File: src/rtl/rc4_pkg.sv
package rc4_pkg;

   // Byte and permutation geometry.
   localparam int BYTE_W        = 8;
   localparam int PERM_DEPTH    = 256;
   localparam int PERM_AW       = 8;
   localparam int MAX_KEY_BYTES = 256;
   localparam int KEY_CNT_W     = 9;

   // Item operation codes.
   localparam logic OP_KEY  = 1'b0;
   localparam logic OP_DATA = 1'b1;

   // Controller states.
   typedef enum logic [3:0] {
      ST_INIT_RESET,
      ST_IDLE,
      ST_DATA_J,
      ST_DATA_SWAP,
      ST_DATA_OUT,
      ST_INIT_SCHED,
      ST_KSA_READ,
      ST_KSA_J,
      ST_KSA_SWAP,
      ST_KSA_END
   } state_type;

   // Commands from the controller to the datapath.
   typedef struct packed {
      logic accept_data;
      logic store_key;
      logic sched_start;
      logic init_write;
      logic ksa_read;
      logic ksa_j;
      logic data_j;
      logic swap_lo;
      logic ksa_end;
      logic data_end;
      logic sched_done;
   } cmd_type;

   // Status from the datapath to the controller.
   typedef struct packed {
      logic i_last;
      logic out_busy;
   } status_type;

endpackage

File: src/rtl/rc4_req_if.sv
interface rc4_req_if;
   import rc4_pkg::*;

   logic              valid;
   logic              ready;
   logic              op;
   logic [BYTE_W-1:0] byte_in;
   logic              last;

   modport source (output valid, output op, output byte_in, output last, input ready);
   modport sink   (input valid, input op, input byte_in, input last, output ready);
endinterface

File: src/rtl/rc4_controller.sv
module rc4_controller (
   input  logic                clock,
   input  logic                reset,
   rc4_req_if.sink             req,
   input  rc4_pkg::status_type status,
   output rc4_pkg::cmd_type    cmd
);
   import rc4_pkg::*;

   state_type state_ff;
   state_type state_in;

   // State register.
   always_ff @(posedge clock) begin
      if (reset) begin
         state_ff <= ST_INIT_RESET;
      end else begin
         state_ff <= state_in;
      end
   end

   // Next state and commands.
   always_comb begin
      state_in  = state_ff;
      cmd       = '0;
      req.ready = 1'b0;
      case (state_ff)
         ST_INIT_RESET: begin
            cmd.init_write = 1'b1;
            if (status.i_last) begin
               state_in = ST_IDLE;
            end
         end
         ST_IDLE: begin
            req.ready = 1'b1;
            if (req.valid) begin
               if (req.op == OP_DATA) begin
                  cmd.accept_data = 1'b1;
                  state_in        = ST_DATA_J;
               end else begin
                  cmd.store_key = 1'b1;
                  if (req.last) begin
                     cmd.sched_start = 1'b1;
                     state_in        = ST_INIT_SCHED;
                  end
               end
            end
         end
         ST_DATA_J: begin
            cmd.data_j = 1'b1;
            state_in   = ST_DATA_SWAP;
         end
         ST_DATA_SWAP: begin
            cmd.swap_lo = 1'b1;
            state_in    = ST_DATA_OUT;
         end
         ST_DATA_OUT: begin
            // Wait here while the output register still holds an untaken byte.
            if (!status.out_busy) begin
               cmd.data_end = 1'b1;
               state_in     = ST_IDLE;
            end
         end
         ST_INIT_SCHED: begin
            cmd.init_write = 1'b1;
            if (status.i_last) begin
               state_in = ST_KSA_READ;
            end
         end
         ST_KSA_READ: begin
            cmd.ksa_read = 1'b1;
            state_in     = ST_KSA_J;
         end
         ST_KSA_J: begin
            cmd.ksa_j = 1'b1;
            state_in  = ST_KSA_SWAP;
         end
         ST_KSA_SWAP: begin
            cmd.swap_lo = 1'b1;
            state_in    = ST_KSA_END;
         end
         ST_KSA_END: begin
            cmd.ksa_end = 1'b1;
            if (status.i_last) begin
               cmd.sched_done = 1'b1;
               state_in       = ST_IDLE;
            end else begin
               state_in = ST_KSA_READ;
            end
         end
         default: begin
            state_in = ST_INIT_RESET;
         end
      endcase
   end

endmodule

File: src/flat_wrapper.sv
// flat-port wrapper written by rule: the top's interface ports become plain ports
module rc4_controller_flat import rc4_pkg::*;
  (clock, reset, status, cmd, req_valid, req_op, req_byte_in, req_last, req_ready);
  rc4_req_if req_i ();
  input  logic clock;
  input  logic reset;
  input  rc4_pkg::status_type status;
  output rc4_pkg::cmd_type cmd;
  input wire logic [$bits(req_i.valid)-1:0] req_valid;
  input wire logic [$bits(req_i.op)-1:0] req_op;
  input wire logic [$bits(req_i.byte_in)-1:0] req_byte_in;
  input wire logic [$bits(req_i.last)-1:0] req_last;
  output wire logic [$bits(req_i.ready)-1:0] req_ready;
  assign req_i.valid = req_valid;
  assign req_i.op = req_op;
  assign req_i.byte_in = req_byte_in;
  assign req_i.last = req_last;
  assign req_ready = req_i.ready;
  rc4_controller u_core (.clock(clock), .reset(reset), .req(req_i), .status(status), .cmd(cmd));
endmodule
File: config.mk
export PLATFORM = sky130hd
export DESIGN_NAME = rc4_controller_flat
export DESIGN_NICKNAME = d
export VERILOG_FILES = /design/src/rtl/rc4_pkg.sv /design/src/rtl/rc4_req_if.sv /design/src/rtl/rc4_controller.sv /design/src/flat_wrapper.sv
export SDC_FILE = /design/constraint.sdc
export NUM_CORES = 1
export LEC_CHECK = 0
export BUFFER_PORTS_ARGS = -buffer_cell sky130_fd_sc_hd__buf_2
export CORE_AREA = 2 2 39 41
export DETAILED_ROUTE_END_ITERATION = 12
export DIE_AREA = 0 0 41 43
export PLACE_DENSITY_LB_ADDON = 0.1
export REMOVE_ABC_BUFFERS = 1
export SETUP_SLACK_MARGIN = 0.3
export SYNTH_ARGS = -nofsm -noshare
export SYNTH_HDL_FRONTEND = slang
export SYNTH_SLANG_ARGS = --single-unit
File: constraint.sdc
create_clock -name clock -period 3.4 [get_ports clock]
set_clock_uncertainty 0.15 [all_clocks]
set_input_delay 0.17 -clock clock [delete_from_list [all_inputs] [get_ports clock]]
set_output_delay 0.17 -clock clock [all_outputs]
set_load 0.03 [all_outputs]
==> out/results.txt, run 1 <==
status: completed
sequential power share: 27.1%
CTS Buf Count: 3
Switching Share: 51.7%
Final Routed Wirelength: 998 um
Crit. End Element: primary output
floorplan die height: 43 um
fin crit share: 64.0%
endpoints failing hold: 0
die width: 41 um
TritonCTS clock tree: built
number of vias per cell: 5.16
PD cells: 852 nW/um^2
clock share of power: 12.4%
Cell Chain, Critical Path: nor4b_2, nand2_1, nor2_1, and2_1, buf_2
Synth cell types: 29
Layout Nets: 91
gpl congestion: 0.645
Worst path max stage delay: 0.63 ns
post-synth top area share: 18.5%
synth top area cells: dfxtp_1 18%, nor2_1 6.1%, a21oi_1 5.8%
largest net degree at the start of global routing: 17
CTS Sinks: 4
arrival time of the worst setup path: 1.86 ns
reg-to-reg setup timing slack: 1.64 ns
CP bufs+invs: 1
Max FO, Critical Path: 16
RSZ-0062 raised after global routing: false
Resized Gates After CTS: 0
worst skew pair latency: 0.23 ns
Layout Utilization: 39.3%
FMAX: 459 MHz
metal1 wirelength: 495 um
max-slew violation count: 0
row cnt: 14
Syn Std Cell Area: 433 um^2
initial antenna violation count: 0
Crit Path Class: register to primary output
area grow syn2layout: 25.7%
internal cell power: 0.224 mW
setup TNS: 0 ns
Gate power share: 60.5%
# Post-CTS Setup Buffers: 0
NetSw: 0.240 mW
first-pass detailed-route iteration total: 3
max-cap violations: 0
worst-margin pin slew: 0.553 ns
CP top delay family: simple AND/OR/NAND/NOR gates
H-tree depth: 1
area of the multi-input gates: 322 um^2
Initial Util: 31.3%
vias in the first global route: 392
WHS: 0.140 ns
max FFs per register: 4
uppermost layer routed: met3
Gate Count Post-Synth: 56
Tmin final: 2.18 ns
GRT overflow: 0
share of cells above drive strength 1: 35.1%
n_diodes: 0
slowest library cell on the worst path: dfxtp_1
syn avg cell area: 7.73 um^2
post-synth top area cell: dfxtp_1
core area: 1380 um^2
HPWL Detailed: 719 um
pre-CTS WS: 1.44 ns
sequential-to-total area share from yosys stat: 18.5%
Top Registers: u_core.state_ff (4)
Syn. warnings: 0
DRC Markers: 0
worst ir drop on vdd: 0.366 mV
Seq cells post-synth: 4
Critical Path RT: 3.08 ns
met3 routed WL: 53 um
max_slew headroom: 63.1%
Avg WL per Cell: 11.1 um
Reg area: 80.1 um^2
Via Count: 464
met2 routed WL: 449 um
endpoints failing setup: 0
Leak Pwr: 0.250 nW
first-pass GRT wire length: 1640 um
# fillers: 147
Startpoint Class: register
io pins: 27
most flop-heavy register: u_core.state_ff
Final ANT Viol Nets: 0
type of the worst min-delay path: primary input to register
Max Root-Sink Buffers: 2
clock transition at the registers of the reported paths: 0.04 ns
Root Driver: clkbuf_4
DIE AREA: 1760 um^2
Global Route Usage Sum: 13.6%
IO Port Bufs: 18
Final WS setup: 1.22 ns
Iteration-0 DRC Markers: 4
CTS hold repair buffers: 1
Yosys cell counts (all sizes together):
| cell type | n |
|---|---|
| nor2 | 7 |
| a21oi | 5 |
| buf | 4 |
| dfxtp | 4 |
| nand2 | 4 |
| nand2b | 4 |
| nor3 | 3 |
| a211oi | 2 |
| a311oi | 2 |
| and2 | 2 |
| and3b | 2 |
| nor4b | 2 |
| o21ai | 2 |
| or3 | 2 |
| a21o | 1 |
| a2bb2oi | 1 |
| and3 | 1 |
| and4bb | 1 |
| nand3b | 1 |
| nor2b | 1 |
| nor3b | 1 |
| nor4 | 1 |
| o31a | 1 |
| or3b | 1 |
| xor2 | 1 |
power groups by stage:
| stage | clock (mW) | combinational [mW] | sequential (mW) |
|---|---|---|---|
| finish | 0.0574 | 0.281 | 0.126 |
| global route | 0.0643 | 0.306 | 0.135 |
| CTS | 0.0617 | 0.284 | 0.126 |
| detailed placement | 0 | 0.282 | 0.127 |
| global placement | 0 | 0.282 | 0.129 |
| floorplan | 0 | 0.229 | 0.108 |
final cells by class:
type                            count  share of cell area [%]
Multi-Input combinational cell     48                    59.1
Timing Repair Buffer               19                    18.4
Tap cell                           16                    3.68
Clock buffer                        3                    4.14
Sequential cell                     4                    14.7
final timing paths:
check	from	cells past startpoint	end
worst min-delay path	status[1]	3	u_core.state_ff[1]
worst max-delay path	u_core.state_ff[0]	5	cmd[8]
worst min register to register	u_core.state_ff[0]	2	u_core.state_ff[0]
worst max register to register	u_core.state_ff[0]	4	u_core.state_ff[2]
cell families after synthesis:
logic type,share of synthesized area (%)
xor gates and xnor gates,3.76
and+or+nand+nor,46.8
DFF,18.5
buffers and inverters,7.22
AOI/OAI and AO/OA,23.7
cells in the final DEF (no fill, tap or decap):
master          n
and3b_1         2
dlygate4sd3_1   1
o31a_1          1
or3b_2          1
nor2_1          7
and2_1          2
or3_1           2
nor4b_2         1
dfxtp_1         4
nand2b_1        4
a211oi_1        2
nand3b_1        1
and4bb_1        1
xor2_2          1
buf_2          18
a21o_1          1
a311oi_1        2
and3_1          1
nor4_1          1
nor3b_1         1
nor3_1          3
a21oi_1         5
o21ai_0         1
o21ai_2         1
a2bb2oi_2       1
nor4b_1         1
nor2b_1         1
clkbuf_4        3
nand2_1         4
through the flow:
stage	cell area [um^2]	instances	power, mW
final	544	90	0.464
after global routing	544	90	0.505
after CTS	544	90	0.472
after detailed placement	512	86	0.408
after global placement	512	86	0.411
after floorplan	402	52	0.337
tightest hold or removal path: cells and delay by family:
kind | cells | cell delay [ns]
and+or+nand+nor | 1 | 0.12
AOI/OAI and AO/OA | 1 | 0.07
buffers and inverters | 1 | 0.10
metal layers:
metal	track usage, %	up-vias
li1	-	243
met1	19.0	207
met2	19.1	14
met3	1.57	0
met4	8.00	0
met5	0	-
Power figures use the tool's default switching activity.
==> run 2: changes to the inputs <==
--- a/config.mk
+++ b/config.mk
@@ -5,6 +5,7 @@
 export SDC_FILE = /design/constraint.sdc
 export NUM_CORES = 1
 export LEC_CHECK = 0
+export ABC_AREA = 1
 export BUFFER_PORTS_ARGS = -buffer_cell sky130_fd_sc_hd__buf_2
 export CORE_AREA = 2 2 39 41
 export DETAILED_ROUTE_END_ITERATION = 12
==> constraint.sdc (replaced) <==
create_clock -name clock -period 1.9 [get_ports clock]
set_clock_uncertainty 0.15 [all_clocks]
set_input_delay 0.095 -clock clock [delete_from_list [all_inputs] [get_ports clock]]
set_output_delay 0.095 -clock clock [all_outputs]
set_load 0.03 [all_outputs]
==> out/results.txt, run 2 <==
type of the worst min-delay path: primary input to register
max FFs per register: 4
endpoints failing setup: 0
Reg area: 87.6 um^2
r2r endpoint: u_core.state_ff[2]
Iteration-0 DRC Markers: 13
synth top area cells: dfxtp_1 19%, nand2_1 19%, inv_1 10%
Synth top cells by count: 21 x nand2_1, 11 x inv_1, 9 x nor2_1
RSZ-0062 raised after global routing: false
Tmin final: 1.53 ns
sequential-to-total area share from yosys stat: 19.4%
GRT busiest layer: met2
Synth cell types: 14
IO Port Bufs: 18
slowest library cell on the worst path: dfxtp_4
io pins: 27
Reg2Reg Depth: 9
core area: 1380 um^2
WHS: 0.0896 ns
Async SR Flop Fraction: 0%
Final Routed Wirelength: 1040 um
Seq cells post-synth: 4
number of vias per cell: 4.31
worst ir drop on vdd: 0.495 mV
Worst path max stage delay: 0.36 ns
HPWL Detailed: 826 um
area grow syn2layout: 48.8%
Final ANT Viol Nets: 0
first-pass GRT wire length: 1680 um
FMAX: 653 MHz
Startpoint Class: register
initial antenna violation count: 0
Syn Std Cell Area: 413 um^2
Critical Path Most Common Cell: nor2_4
Top FF cell, synth: dfxtp_1
Layout Nets: 119
Avg WL per Cell: 8.81 um
count leader, synth: nand2_1
syn avg cell area: 5.43 um^2
Syn. warnings: 0
Post-synth EDFFs: 0
most frequent cells in the layout: 20 x nand2_1, 16 x buf_2, 10 x inv_1
Top Registers: u_core.state_ff (4)
worst flop-to-flop path startpoint: u_core.state_ff[0]
max-slew violation count: 0
setup TNS: 0 ns
n_diodes: 0
Crit. End Element: primary output
post-synth top area share: 19.4%
vias in the first global route: 434
Gate Count Post-Synth: 76
hold path cells: 5
hold path startpoint: status[1]
H-tree depth: 1
area of the multi-input gates: 289 um^2
Worst Hold End: u_core.state_ff[0]
endpoints failing hold: 0
CP top delay family: simple AND/OR/NAND/NOR gates
Via Count: 508
dpl cells: 110
Global Route Usage Sum: 14.0%
TritonCTS clock tree: built
commonest non-fill, non-tap cell in the layout: nand2_1
row cnt: 14
GRT overflow: 0
PD cells: 1100 nW/um^2
gpl congestion: 0.751
max_slew headroom: 86.8%
die width: 41 um
most flop-heavy register: u_core.state_ff
worst skew pair latency: 0.23 ns
met1 Use GR: 16.8%
Crit Path Class: register to primary output
fin crit share: 80.6%
first-pass detailed-route iteration total: 4
max-cap violations: 0
Max Root-Sink Buffers: 2
post-layout instance count excluding filler cells: 118
CTS Sinks: 4
post-synth top area cell: dfxtp_1
worst-margin pin slew: 0.198 ns
clock transition at the registers of the reported paths: 0.03 ns
Leak Pwr: 0.373 nW
# fillers: 147
Cell Chain, Critical Path: inv_2, nor2_4, nand2_4, nor2_4, and3_2, buf_6
status: completed
Post-DP Area: 523 um^2
DRC Markers: 0
CP bufs+invs: 2
Initial Util: 29.8%
CTS Buf Count: 3
met3 usage: 6.28%
reg-to-reg setup timing slack: 0.43 ns
Max FO, Critical Path: 5
GR Util met2: 20.6%
Final Cell Area: 614 um^2
arrival time of the worst setup path: 1.29 ns
DIE AREA: 1760 um^2
Critical Path RT: 1.65 ns
Root Driver: clkbuf_4
share of cells above drive strength 1: 45.1%
floorplan die height: 43 um
largest net degree at the start of global routing: 7
## run 2: cell count changes after synthesis, moves of 3 or more
cell,change
inv_1,+11
nor2_2,+5
nand2_1,+17
nand3_1,+7
nand2b_1,-4
o21ai_0,+3
inv_2,+4
## run 2: tightest hold or removal path: cells and delay by family
family | cells | cell delay, ns
buf+inv | 1 | 0.10
simple gates | 3 | 0.17
compound gates | 1 | 0.05
## run 2: where the power goes
| part | total (mW) | leakage, nW | switching, mW | internal, mW |
|---|---|---|---|---|
| registers | 0.144 | 0.0347 | 0.0351 | 0.109 |
| clock network | 0.104 | 0.0138 | 0.0332 | 0.0705 |
| logic | 0.429 | 0.325 | 0.266 | 0.163 |
## run 2: repair_timing
item / in CTS / in global routing
resized for setup: 5 / 7
setup buffers: 2 / 2
cloned: 0 / 0
pin swaps: 2 / 2
endpoints found under the setup margin: 3 / 6
hold buffers: 1 / 0
hold endpoints to repair: 4 / 0
## run 2: cell families (layout without fill, tap and decap cells)
logic type,Yosys count,in the layout,synth area share (%)
simple gates,50,50,58.5
buf+inv,15,41,13.6
compound gates,7,7,8.48
flops,4,4,19.4
## run 2: worst max-delay path by stage
stage                             from  slack, ns  cells after the start      end
finish              u_core.state_ff[0]       0.37                      6   cmd[8]
global route        u_core.state_ff[0]       0.30                      6   cmd[8]
CTS                 u_core.state_ff[2]       0.31                      5   cmd[8]
detailed placement  u_core.state_ff[0]       0.44                      6   cmd[8]
global placement    u_core.state_ff[2]       0.41                      5   cmd[8]
floorplan           u_core.state_ff[2]       0.22                      5  cmd[10]
## run 2: final cells by class
| type | count | share of cell area [%] |
|---|---|---|
| flip-flops and latches | 4 | 14.3 |
| inverters | 15 | 9.16 |
| multi-input cells | 57 | 47.0 |
| clock buffers | 3 | 3.67 |
| well taps | 16 | 3.26 |
| repair buffers | 23 | 22.6 |
## run 2: through the flow
stage	util [%]	total power [mW]	setup WS [ns]
after floorplan	-	0.414	0.223
after global placement	37.8	0.506	0.413
after detailed placement	37.8	0.500	0.438
after CTS	42.2	0.646	0.312
after global routing	44.4	0.745	0.300
final	44.4	0.677	0.369
## run 2: layer usage
| metal | share of wire (%) | up-vias |
|---|---|---|
| met3 | 4.4 | 0 |
| met1 | 49 | 208 |
| met2 | 47 | 11 |
| li1 | - | 289 |
| met5 | 0 | - |
| met4 | 0 | 0 |
